`config.mk`:
```
export PLATFORM = sky130hd
export DESIGN_NAME = rabin_rolling_fingerprint_top
export DESIGN_NICKNAME = d
export VERILOG_FILES = /design/src/hw/rtl/rrf_pkg.sv /design/src/hw/rtl/rrf_build.sv /design/src/hw/rtl/rrf_window.sv /design/src/hw/rtl/rrf_fold.sv /design/src/hw/rtl/rabin_rolling_fingerprint_top.sv
export SDC_FILE = /design/constraint.sdc
export NUM_CORES = 2
export LEC_CHECK = 0
export BUFFER_PORTS_ARGS = -buffer_cell sky130_fd_sc_hd__buf_2
export CORE_UTILIZATION = 35
export DETAILED_ROUTE_END_ITERATION = 7
export SLEW_MARGIN = 10
export SYNTH_ARGS = -nofsm -noshare
export SYNTH_HDL_FRONTEND = slang
export SYNTH_SLANG_ARGS = --single-unit
export TNS_END_PERCENT = 1
```
`constraint.sdc`:
```
create_clock -name aclk -period 15.1 [get_ports aclk]
set_input_delay 3.02 -clock aclk [delete_from_list [all_inputs] [get_ports aclk]]
set_output_delay 3.02 -clock aclk [all_outputs]
set_load 0.05 [all_outputs]
```
`src/hw/rtl/rrf_pkg.sv`:
```
// ----------------------------------------------------------------------------
// rrf_pkg
// Shared constants, register indexes and types of the rolling fingerprint.
// ----------------------------------------------------------------------------
package rrf_pkg;

    localparam int unsigned WINDOW_MAX_DEF = 64;
    localparam int unsigned PRINT_W        = 64;
    localparam int unsigned BYTE_W         = 8;
    localparam int unsigned WSIZE_W        = 7;
    localparam int unsigned DEG_W          = 6;
    localparam int unsigned CFG_INDEX_W    = 2;
    localparam int unsigned PIPE_DEPTH     = 3;

    localparam logic [PRINT_W-1:0] POLY_RESET  = 64'hBFE6_B8A5_BF37_8D83;
    localparam logic [PRINT_W-1:0] POLY_MIN    = 64'd256;
    localparam logic [WSIZE_W-1:0] WSIZE_RESET = 7'd48;

    localparam logic [CFG_INDEX_W-1:0] REG_POLY  = 2'd0;
    localparam logic [CFG_INDEX_W-1:0] REG_WSIZE = 2'd1;

    typedef enum logic [2:0] {
        BLD_START,
        BLD_RED,
        BLD_WEIGHT,
        BLD_WGT,
        BLD_RUN
    } bld_state_t;

    // basis rows: entry j is the table value for the byte with only bit j set
    typedef struct packed {
        logic [BYTE_W-1:0][PRINT_W-1:0] red;
        logic [BYTE_W-1:0][PRINT_W-1:0] wgt;
        logic [DEG_W-1:0]               top_shift;
    } tables_t;

    typedef struct packed {
        logic              valid;
        logic [BYTE_W-1:0] old_byte;
        logic [BYTE_W-1:0] data_byte;
    } stage1_t;

endpackage

```
`src/hw/rtl/rrf_build.sv`:
```
// ----------------------------------------------------------------------------
// rrf_build
// Configuration registers and the table build sequencer. Derives the
// reduction and outgoing-byte basis rows one multiply-by-x step per cycle.
// ----------------------------------------------------------------------------
module rrf_build #(
    parameter int unsigned WINDOW_MAX = rrf_pkg::WINDOW_MAX_DEF
) (
    input  logic                               aclk,
    input  logic                               aresetn,
    input  logic                               cfg_wr_en,
    input  logic [rrf_pkg::CFG_INDEX_W-1:0]    cfg_index,
    input  logic [rrf_pkg::PRINT_W-1:0]        cfg_wdata,
    output rrf_pkg::tables_t                   tables,
    output logic [$clog2(WINDOW_MAX+1)-1:0]    eff_window,
    output logic                               busy
);
    import rrf_pkg::*;

    localparam int unsigned WIN_W  = $clog2(WINDOW_MAX + 1);
    localparam int unsigned CMP_W  = (WIN_W > WSIZE_W) ? WIN_W : WSIZE_W;
    localparam int unsigned STEP_W = WIN_W + 3;
    localparam logic [CMP_W-1:0] WIN_LIMIT = CMP_W'(WINDOW_MAX);

    function automatic logic [DEG_W-1:0] poly_degree(input logic [PRINT_W-1:0] v);
        logic [DEG_W-1:0] d;
        d = '0;
        for (int i = 0; i < PRINT_W; i++) begin
            if (v[i]) d = DEG_W'(i);
        end
        return d;
    endfunction

    function automatic logic [PRINT_W-1:0] times_x(
        input logic [PRINT_W-1:0] r,
        input logic [PRINT_W-1:0] p,
        input logic [DEG_W-1:0]   d
    );
        logic [PRINT_W-1:0] s;
        s = {r[PRINT_W-2:0], 1'b0};
        if (s[d]) s = s ^ p;
        return s;
    endfunction

    bld_state_t state_reg, state_next;

    logic [PRINT_W-1:0]             poly_reg;
    logic [WSIZE_W-1:0]             wsize_reg;
    logic [PRINT_W-1:0]             eff_poly_reg;
    logic [DEG_W-1:0]               deg_reg;
    logic [DEG_W-1:0]               top_shift_reg;
    logic [WIN_W-1:0]               win_reg;
    logic [PRINT_W-1:0]             acc_reg;
    logic [2:0]                     idx_reg;
    logic [STEP_W-1:0]              step_reg;
    logic [BYTE_W-1:0][PRINT_W-1:0] red_reg;
    logic [BYTE_W-1:0][PRINT_W-1:0] wgt_reg;

    logic                 cfg_hit;
    logic [PRINT_W-1:0]   eff_poly_c;
    logic [DEG_W-1:0]     deg_c;
    logic [CMP_W-1:0]     wsize_ext;
    logic [CMP_W-1:0]     win_c;
    logic [PRINT_W-1:0]   acc_step;
    logic [PRINT_W-1:0]   red_bit;

    assign cfg_hit = cfg_wr_en && (cfg_index == REG_POLY || cfg_index == REG_WSIZE);

    always_comb begin
        eff_poly_c = (poly_reg < POLY_MIN) ? POLY_RESET : poly_reg;
        deg_c      = poly_degree(eff_poly_c);
        wsize_ext  = CMP_W'(wsize_reg);
        if (wsize_reg == '0) begin
            win_c = CMP_W'(1);
        end else if (wsize_ext > WIN_LIMIT) begin
            win_c = WIN_LIMIT;
        end else begin
            win_c = wsize_ext;
        end
        acc_step = times_x(acc_reg, eff_poly_reg, deg_reg);
        // the top-byte bit of the reduce row, gone when it falls past bit 63
        red_bit  = PRINT_W'(1) << ((DEG_W+1)'(deg_reg) + (DEG_W+1)'(idx_reg));
    end

    always_ff @(posedge aclk) begin
        if (!aresetn) begin
            poly_reg  <= POLY_RESET;
            wsize_reg <= WSIZE_RESET;
        end else if (cfg_wr_en) begin
            unique case (cfg_index)
                REG_POLY:  poly_reg  <= cfg_wdata;
                REG_WSIZE: wsize_reg <= cfg_wdata[WSIZE_W-1:0];
                default: ;
            endcase
        end
    end

    always_ff @(posedge aclk) begin
        if (!aresetn) begin
            state_reg <= BLD_START;
        end else begin
            state_reg <= state_next;
        end
    end

    always_comb begin
        state_next = state_reg;
        busy       = (state_reg != BLD_RUN);
        unique case (state_reg)
            BLD_START:  state_next = BLD_RED;
            BLD_RED:    if (idx_reg == '1) state_next = BLD_WEIGHT;
            BLD_WEIGHT: if (step_reg == '0) state_next = BLD_WGT;
            BLD_WGT:    if (idx_reg == '1) state_next = BLD_RUN;
            BLD_RUN:    state_next = BLD_RUN;
            default:    state_next = BLD_START;
        endcase
        if (cfg_hit) state_next = BLD_START;
    end

    always_ff @(posedge aclk) begin
        case (state_reg)
            BLD_START: begin
                eff_poly_reg  <= eff_poly_c;
                deg_reg       <= deg_c;
                top_shift_reg <= deg_c - DEG_W'(BYTE_W);
                win_reg       <= win_c[WIN_W-1:0];
                acc_reg       <= eff_poly_c ^ (PRINT_W'(1) << deg_c);
                idx_reg       <= '0;
            end
            BLD_RED: begin
                red_reg[idx_reg] <= acc_reg | red_bit;
                idx_reg          <= idx_reg + 3'd1;
                if (idx_reg == '1) begin
                    // position weight starts at one, then x^8 per extra byte
                    acc_reg  <= PRINT_W'(1);
                    step_reg <= {win_reg - WIN_W'(1), 3'b000};
                end else begin
                    acc_reg <= acc_step;
                end
            end
            BLD_WEIGHT: begin
                if (step_reg != '0) begin
                    acc_reg  <= acc_step;
                    step_reg <= step_reg - STEP_W'(1);
                end
            end
            BLD_WGT: begin
                wgt_reg[idx_reg] <= acc_reg;
                acc_reg          <= acc_step;
                idx_reg          <= idx_reg + 3'd1;
            end
            default: ;
        endcase
    end

    always_comb begin
        tables.red       = red_reg;
        tables.wgt       = wgt_reg;
        tables.top_shift = top_shift_reg;
    end

    assign eff_window = win_reg;

endmodule

```
`src/hw/rtl/rrf_window.sv`:
```
// ----------------------------------------------------------------------------
// rrf_window
// Byte ring memory with the write position. Reads the outgoing byte and
// writes the incoming one in the same cycle; a fill flag masks slots not yet
// written since the last restart.
// ----------------------------------------------------------------------------
module rrf_window #(
    parameter int unsigned WINDOW_MAX = rrf_pkg::WINDOW_MAX_DEF
) (
    input  logic                               aclk,
    input  logic                               aresetn,
    input  logic                               clear,
    input  logic                               accept,
    input  logic                               load,
    input  logic [rrf_pkg::BYTE_W-1:0]         data_byte,
    input  logic [$clog2(WINDOW_MAX+1)-1:0]    eff_window,
    output rrf_pkg::stage1_t                   s1
);
    import rrf_pkg::*;

    localparam int unsigned WIN_W = $clog2(WINDOW_MAX + 1);
    localparam int unsigned POS_W = (WINDOW_MAX > 1) ? $clog2(WINDOW_MAX) : 1;

    logic [BYTE_W-1:0] ring_mem [WINDOW_MAX];

    logic [POS_W-1:0]  pos_reg;
    logic              full_reg;
    logic [BYTE_W-1:0] rd_reg;
    logic              fill1_reg;
    logic [BYTE_W-1:0] m1_reg;
    logic              v1_reg;

    logic [WIN_W-1:0]  pos_inc;
    logic              wrap;

    assign pos_inc = WIN_W'(pos_reg) + WIN_W'(1);
    assign wrap    = (pos_inc >= eff_window);

    always_ff @(posedge aclk) begin
        if (!aresetn || clear) begin
            pos_reg  <= '0;
            full_reg <= 1'b0;
        end else if (accept) begin
            if (wrap) begin
                pos_reg  <= '0;
                full_reg <= 1'b1;
            end else begin
                pos_reg <= pos_inc[POS_W-1:0];
            end
        end
    end

    // read-first: the registered read returns the byte being replaced
    always_ff @(posedge aclk) begin
        if (accept) begin
            ring_mem[pos_reg] <= data_byte;
        end
        if (load) begin
            rd_reg    <= ring_mem[pos_reg];
            fill1_reg <= full_reg;
            m1_reg    <= data_byte;
        end
    end

    always_ff @(posedge aclk) begin
        if (!aresetn) begin
            v1_reg <= 1'b0;
        end else if (load) begin
            v1_reg <= accept;
        end
    end

    always_comb begin
        s1.valid     = v1_reg;
        s1.old_byte  = rd_reg & {BYTE_W{fill1_reg}};
        s1.data_byte = m1_reg;
    end

endmodule

```
`src/hw/rtl/rrf_fold.sv`:
```
// ----------------------------------------------------------------------------
// rrf_fold
// Cancels the outgoing byte, then shifts in the new byte and reduces. Holds
// the running fingerprint, which is also the output register.
// ----------------------------------------------------------------------------
module rrf_fold (
    input  logic                        aclk,
    input  logic                        aresetn,
    input  logic                        clear,
    input  rrf_pkg::tables_t            tables,
    input  rrf_pkg::stage1_t            s1,
    output logic                        s1_load,
    output logic                        m_valid,
    input  logic                        m_ready,
    output logic [rrf_pkg::PRINT_W-1:0] m_fingerprint
);
    import rrf_pkg::*;

    logic               v2_reg;
    logic [PRINT_W-1:0] og_reg;
    logic [BYTE_W-1:0]  m2_reg;
    logic               v3_reg;
    logic [PRINT_W-1:0] print_reg;
    logic [PRINT_W-1:0] print_next;

    logic               adv3;
    logic               en2;
    logic [PRINT_W-1:0] og_c;
    logic [PRINT_W-1:0] q_c;
    logic [PRINT_W-1:0] q_shift;
    logic [BYTE_W-1:0]  top_byte;
    logic [PRINT_W-1:0] red_c;

    assign adv3    = v2_reg && (!v3_reg || m_ready);
    assign en2     = !v2_reg || adv3;
    assign s1_load = !s1.valid || en2;

    always_comb begin
        og_c = '0;
        for (int j = 0; j < BYTE_W; j++) begin
            if (s1.old_byte[j]) og_c = og_c ^ tables.wgt[j];
        end
    end

    always_comb begin
        q_c      = print_reg ^ og_reg;
        q_shift  = q_c >> tables.top_shift;
        top_byte = q_shift[BYTE_W-1:0];
        red_c    = '0;
        for (int j = 0; j < BYTE_W; j++) begin
            if (top_byte[j]) red_c = red_c ^ tables.red[j];
        end
        print_next = {q_c[PRINT_W-BYTE_W-1:0], m2_reg} ^ red_c;
    end

    always_ff @(posedge aclk) begin
        if (en2) begin
            og_reg <= og_c;
            m2_reg <= s1.data_byte;
        end
    end

    always_ff @(posedge aclk) begin
        if (!aresetn) begin
            v2_reg <= 1'b0;
            v3_reg <= 1'b0;
        end else begin
            if (en2) v2_reg <= s1.valid;
            if (adv3) begin
                v3_reg <= 1'b1;
            end else if (m_ready) begin
                v3_reg <= 1'b0;
            end
        end
    end

    always_ff @(posedge aclk) begin
        if (!aresetn || clear) begin
            print_reg <= '0;
        end else if (adv3) begin
            print_reg <= print_next;
        end
    end

    assign m_valid       = v3_reg;
    assign m_fingerprint = print_reg;

endmodule

```
`src/hw/rtl/rabin_rolling_fingerprint_top.sv`:
```
// ----------------------------------------------------------------------------
// rabin_rolling_fingerprint_top
// Rolling fingerprint mod a binary polynomial over a sliding byte window.
// ----------------------------------------------------------------------------
// Takes one byte per cycle while no table rebuild runs and the stages have room,
// and returns one 64-bit fingerprint per byte; each byte passes the window,
// cancel and fingerprint registers before m_valid rises; a result waiting on
// m_ready does not stop new bytes until the three stages are full. The window
// bytes sit in a ring memory read and written in the same cycle. After reset
// and after every write to poly or the window length register the block
// rebuilds its reduction tables with a single multiply-by-x unit, one step per
// cycle, and holds s_ready low while it does; the stream then restarts from an
// all-zero window.
module rabin_rolling_fingerprint_top #(
    parameter int unsigned WINDOW_MAX = rrf_pkg::WINDOW_MAX_DEF
) (
    input  logic                            aclk,
    input  logic                            aresetn,
    input  logic                            s_valid,
    output logic                            s_ready,
    input  logic [rrf_pkg::BYTE_W-1:0]      s_data_byte,
    output logic                            m_valid,
    input  logic                            m_ready,
    output logic [rrf_pkg::PRINT_W-1:0]     m_fingerprint,
    input  logic                            cfg_wr_en,
    input  logic [rrf_pkg::CFG_INDEX_W-1:0] cfg_index,
    input  logic [rrf_pkg::PRINT_W-1:0]     cfg_wdata
);
    import rrf_pkg::*;

    localparam int unsigned WIN_W = $clog2(WINDOW_MAX + 1);

    tables_t          tables;
    stage1_t          s1;
    logic [WIN_W-1:0] eff_window;
    logic             busy;
    logic             s1_load;
    logic             s_accept;

    assign s_ready  = s1_load && !busy;
    assign s_accept = s_valid && s_ready;

    rrf_build #(
        .WINDOW_MAX (WINDOW_MAX)
    ) u_build (
        .aclk       (aclk),
        .aresetn    (aresetn),
        .cfg_wr_en  (cfg_wr_en),
        .cfg_index  (cfg_index),
        .cfg_wdata  (cfg_wdata),
        .tables     (tables),
        .eff_window (eff_window),
        .busy       (busy)
    );

    rrf_window #(
        .WINDOW_MAX (WINDOW_MAX)
    ) u_window (
        .aclk       (aclk),
        .aresetn    (aresetn),
        .clear      (busy),
        .accept     (s_accept),
        .load       (s1_load),
        .data_byte  (s_data_byte),
        .eff_window (eff_window),
        .s1         (s1)
    );

    rrf_fold u_fold (
        .aclk          (aclk),
        .aresetn       (aresetn),
        .clear         (busy),
        .tables        (tables),
        .s1            (s1),
        .s1_load       (s1_load),
        .m_valid       (m_valid),
        .m_ready       (m_ready),
        .m_fingerprint (m_fingerprint)
    );

endmodule

```
==> flow_summary.ini <==
[timing]
tns_ps = 0
relSlewSlack_pct = 7.01
worst_slack_ps = 6880
rsz0062_at_grt = no
slew_viol_final = 0
fin_crit_ps = 8220
tightest_slew_ps = 1390
setup_viol = 0
fin_skew_ps = 90.1
fmax_mhz = 122
hold_violations = 0
min_period_over_period_pct = 54.5

[worst_setup_path]
r2r-start = u_build.top_shift_reg[0]
slowest_delay_ps = 900
critPathTopFamily = simple AND/OR/NAND/NOR gates
cp_max_fo = 18
worst-path-buf-inv = 2
crit_type = input pin to output pin
reg2reg_to = u_fold.m_fingerprint[56]
cp.required_ps = 12080
r2r_slack_ps = 9390
cp_data_arrival_time_ps = 5200
cp-start-kind = input pin
crit_chain = buf_2 -> nor2b_1 -> nand3_1 -> nor2b_1 -> buf_2
ff2ff_path_depth = 12
cp-end-kind = output pin
crit_path_top_delay_cell = nand3_1

[hold_path]
min_to = u_fold.m2_reg[7]
hold_class = register to register
hold_start = u_window.m1_reg[7]
whs_path_depth = 0

[cells_and_area]
fin_nets = 6472
nFillCells = 22300
largest_reg_flops = 1024
drive_above_1_share_pct = 10.8
syn_to_final_growth_pct = 12.3

[yosys]
synth.area.top_cells = edfxtp_1, xnor2_1, nand2_1
synthTopCellsByCount = edfxtp_1, nand2_1, xnor2_1
netlist_area_um2 = 85100
ys.flop_type = edfxtp_1
synth_seq_cells = 1930
synth_most_common_cell = edfxtp_1
post-synth-top-area-cell = edfxtp_1
synth_cells = 6292
synth_nets = 6389
synth_warnings = 0
ys_seq_area_share_pct = 66.3
ys_types = 91
synth.avg_cell_area_um2 = 13.5
synthArstFlopShare_pct = 0
yosysTopAreaCellShare_pct = 62.8
synth-edff-count = 1782

[clocking]
ctsResizeCount = 0
cts_sinks = 1930
numCtsBuffers = 197
hold_buffers = 0
cts-root-buf = clkbuf_16
clk_pin_slew_worst_paths_ps = 60
clkLatencyLatePin_ps = 880
post_cts_buffers = 0
clock_path_buffers = 3
cts_max_level = 4
cts_tree = built

[detailed_routing]
wl_per_cell_um = 26.6
drc = 0
routed_wl_um = 259000
vias = 53800
dr.pass1.iters = 6
postRouteAntennaNets = 0
viasPerCell = 5.53
drt_iter0_drc = 6563

[power]
p_leak_nw = 30.4
ir_drop_mv = 0.0972
finalPower_mw = 11.5
p_per_area_nw_per_um2 = 120

[place]
hpwl_um = 163000
gp_congestion = 0.936
placement.setup.worst_slack_ps = 6840
portBuffers = 144

[floorplanning]
design.die.area_um2 = 245000
die_y_um = 495
rows = 180
core-area_um2 = 241000
fp.dieW_um = 495
initial_core_util_pct = 35.3
io_pins = 145

[global_route]
overflow = 0
grt_pass1_vias = 50800
grt_max_degree = 106
grt_util_all_layers_pct = 20.7
antenna_found_initial = 12
grt_pass1_wl_um = 369000

[flow_run]
drv_cap = 0

[status]
outcome = finished, final reports clean
==> logic make-up (layout without fill, tap and decap cells) <==
family                     Yosys count  after routing  synth area share (%)
AOI/OAI and AO/OA                 1143           1143                  8.81
xor gates and xnor gates          1068           1068                  12.0
adders and majority gates           18             18                 0.273
buffers and inverters              401            650                  2.17
DFF                               1930           1930                  66.3
muxes                              107            107                  2.07
other                                0              4                     0
and+or+nand+nor                   1625           1625                  8.33
==> worst register-to-register path, stage by stage (launching register included) <==
cell and delay (ps):
edfxtp_1 320, buf_4 470, buf_4 660, inv_2 560
mux4_2 670, a221o_1 410, o21ai_4 120, buf_4 600
or2_2 840, nand2_1 190, xnor2_1 240, xnor3_1 340
a21oi_1 140
==> cells in the final DEF (no fill, tap or decap), types with 51 or more instances in the layout <==
cell       Yosys  final
xnor2_1      738    738
nand2_1     1015   1014
a21oi_1      101    101
buf_4         10    115
nand2b_1      56     56
nor3_1        60     54
xor2_1       266    266
a31oi_1       52     52
a22oi_1      169    169
o21ai_1      114    113
buf_2         42    136
dfxtp_1      148    148
clkbuf_16      0    197
nand3_1      103    103
a221oi_1      51     51
mux4_2        54     54
edfxtp_1    1782   1782
o22ai_1       52     52
nor2_1       184    168
a22o_1        54     54
o21ai_0      302    302
xnor3_1       64     64
==> per-stage QoR <==
step	util, %	hold slack [ps]	std cells	area (um2)
after detailed placement	37.0	405	9361	89200
after CTS	39.6	419	9726	95600
after global placement	37.0	407	9361	89200
final	39.6	419	9730	95600
after floorplan	-	400	6292	85100
after global routing	39.6	422	9727	95600
==> per-layer routing <==
| metal | GRT usage, % | part of all wire [%] | vias up |
|---|---|---|---|
| met1 | 30.7 | 44 | 27400 |
| met3 | 3.67 | 9.9 | 379 |
| li1 | - | - | 23200 |
| met2 | 31.2 | 44 | 2826 |
| met4 | 5.52 | 2.6 | 0 |
| met5 | 0 | 0 | - |
==> report_power, final <==
| group | internal [mW] | switching (mW) | total, mW |
|---|---|---|---|
| Combinational | 0.175 | 0.343 | 0.517 |
| Clock | 2.67 | 2.14 | 4.81 |
| Sequential | 6.00 | 0.144 | 6.14 |
| Total | 8.85 | 2.62 | 11.5 |
==> cell type report <==
cell class / count / area [um2] / share of cell area [%]
sequential: 1930 / 56500 / 59.1
multi-input combinational: 3961 / 27100 / 28.3
clock buffer: 244 / 5140 / 5.37
tap: 3185 / 3990 / 4.17
timing repair buffer: 252 / 1560 / 1.64
clock inverter: 121 / 1210 / 1.26
inverter: 33 / 124 / 0.130
antenna: 4 / 10.0 / 0.0105
==> worst max path at each step <==
stage                     startpoint  endpoint  slack [ps]  depth (start not counted)
after global placement       m_ready   s_ready        6900                          5
final                        m_ready   s_ready        6880                          5
after floorplan              m_ready   s_ready        7720                          3
after global routing         m_ready   s_ready        6640                          5
after detailed placement     m_ready   s_ready        6840                          5
after CTS                    m_ready   s_ready        6830                          5
(Power assumes the default switching activity.)
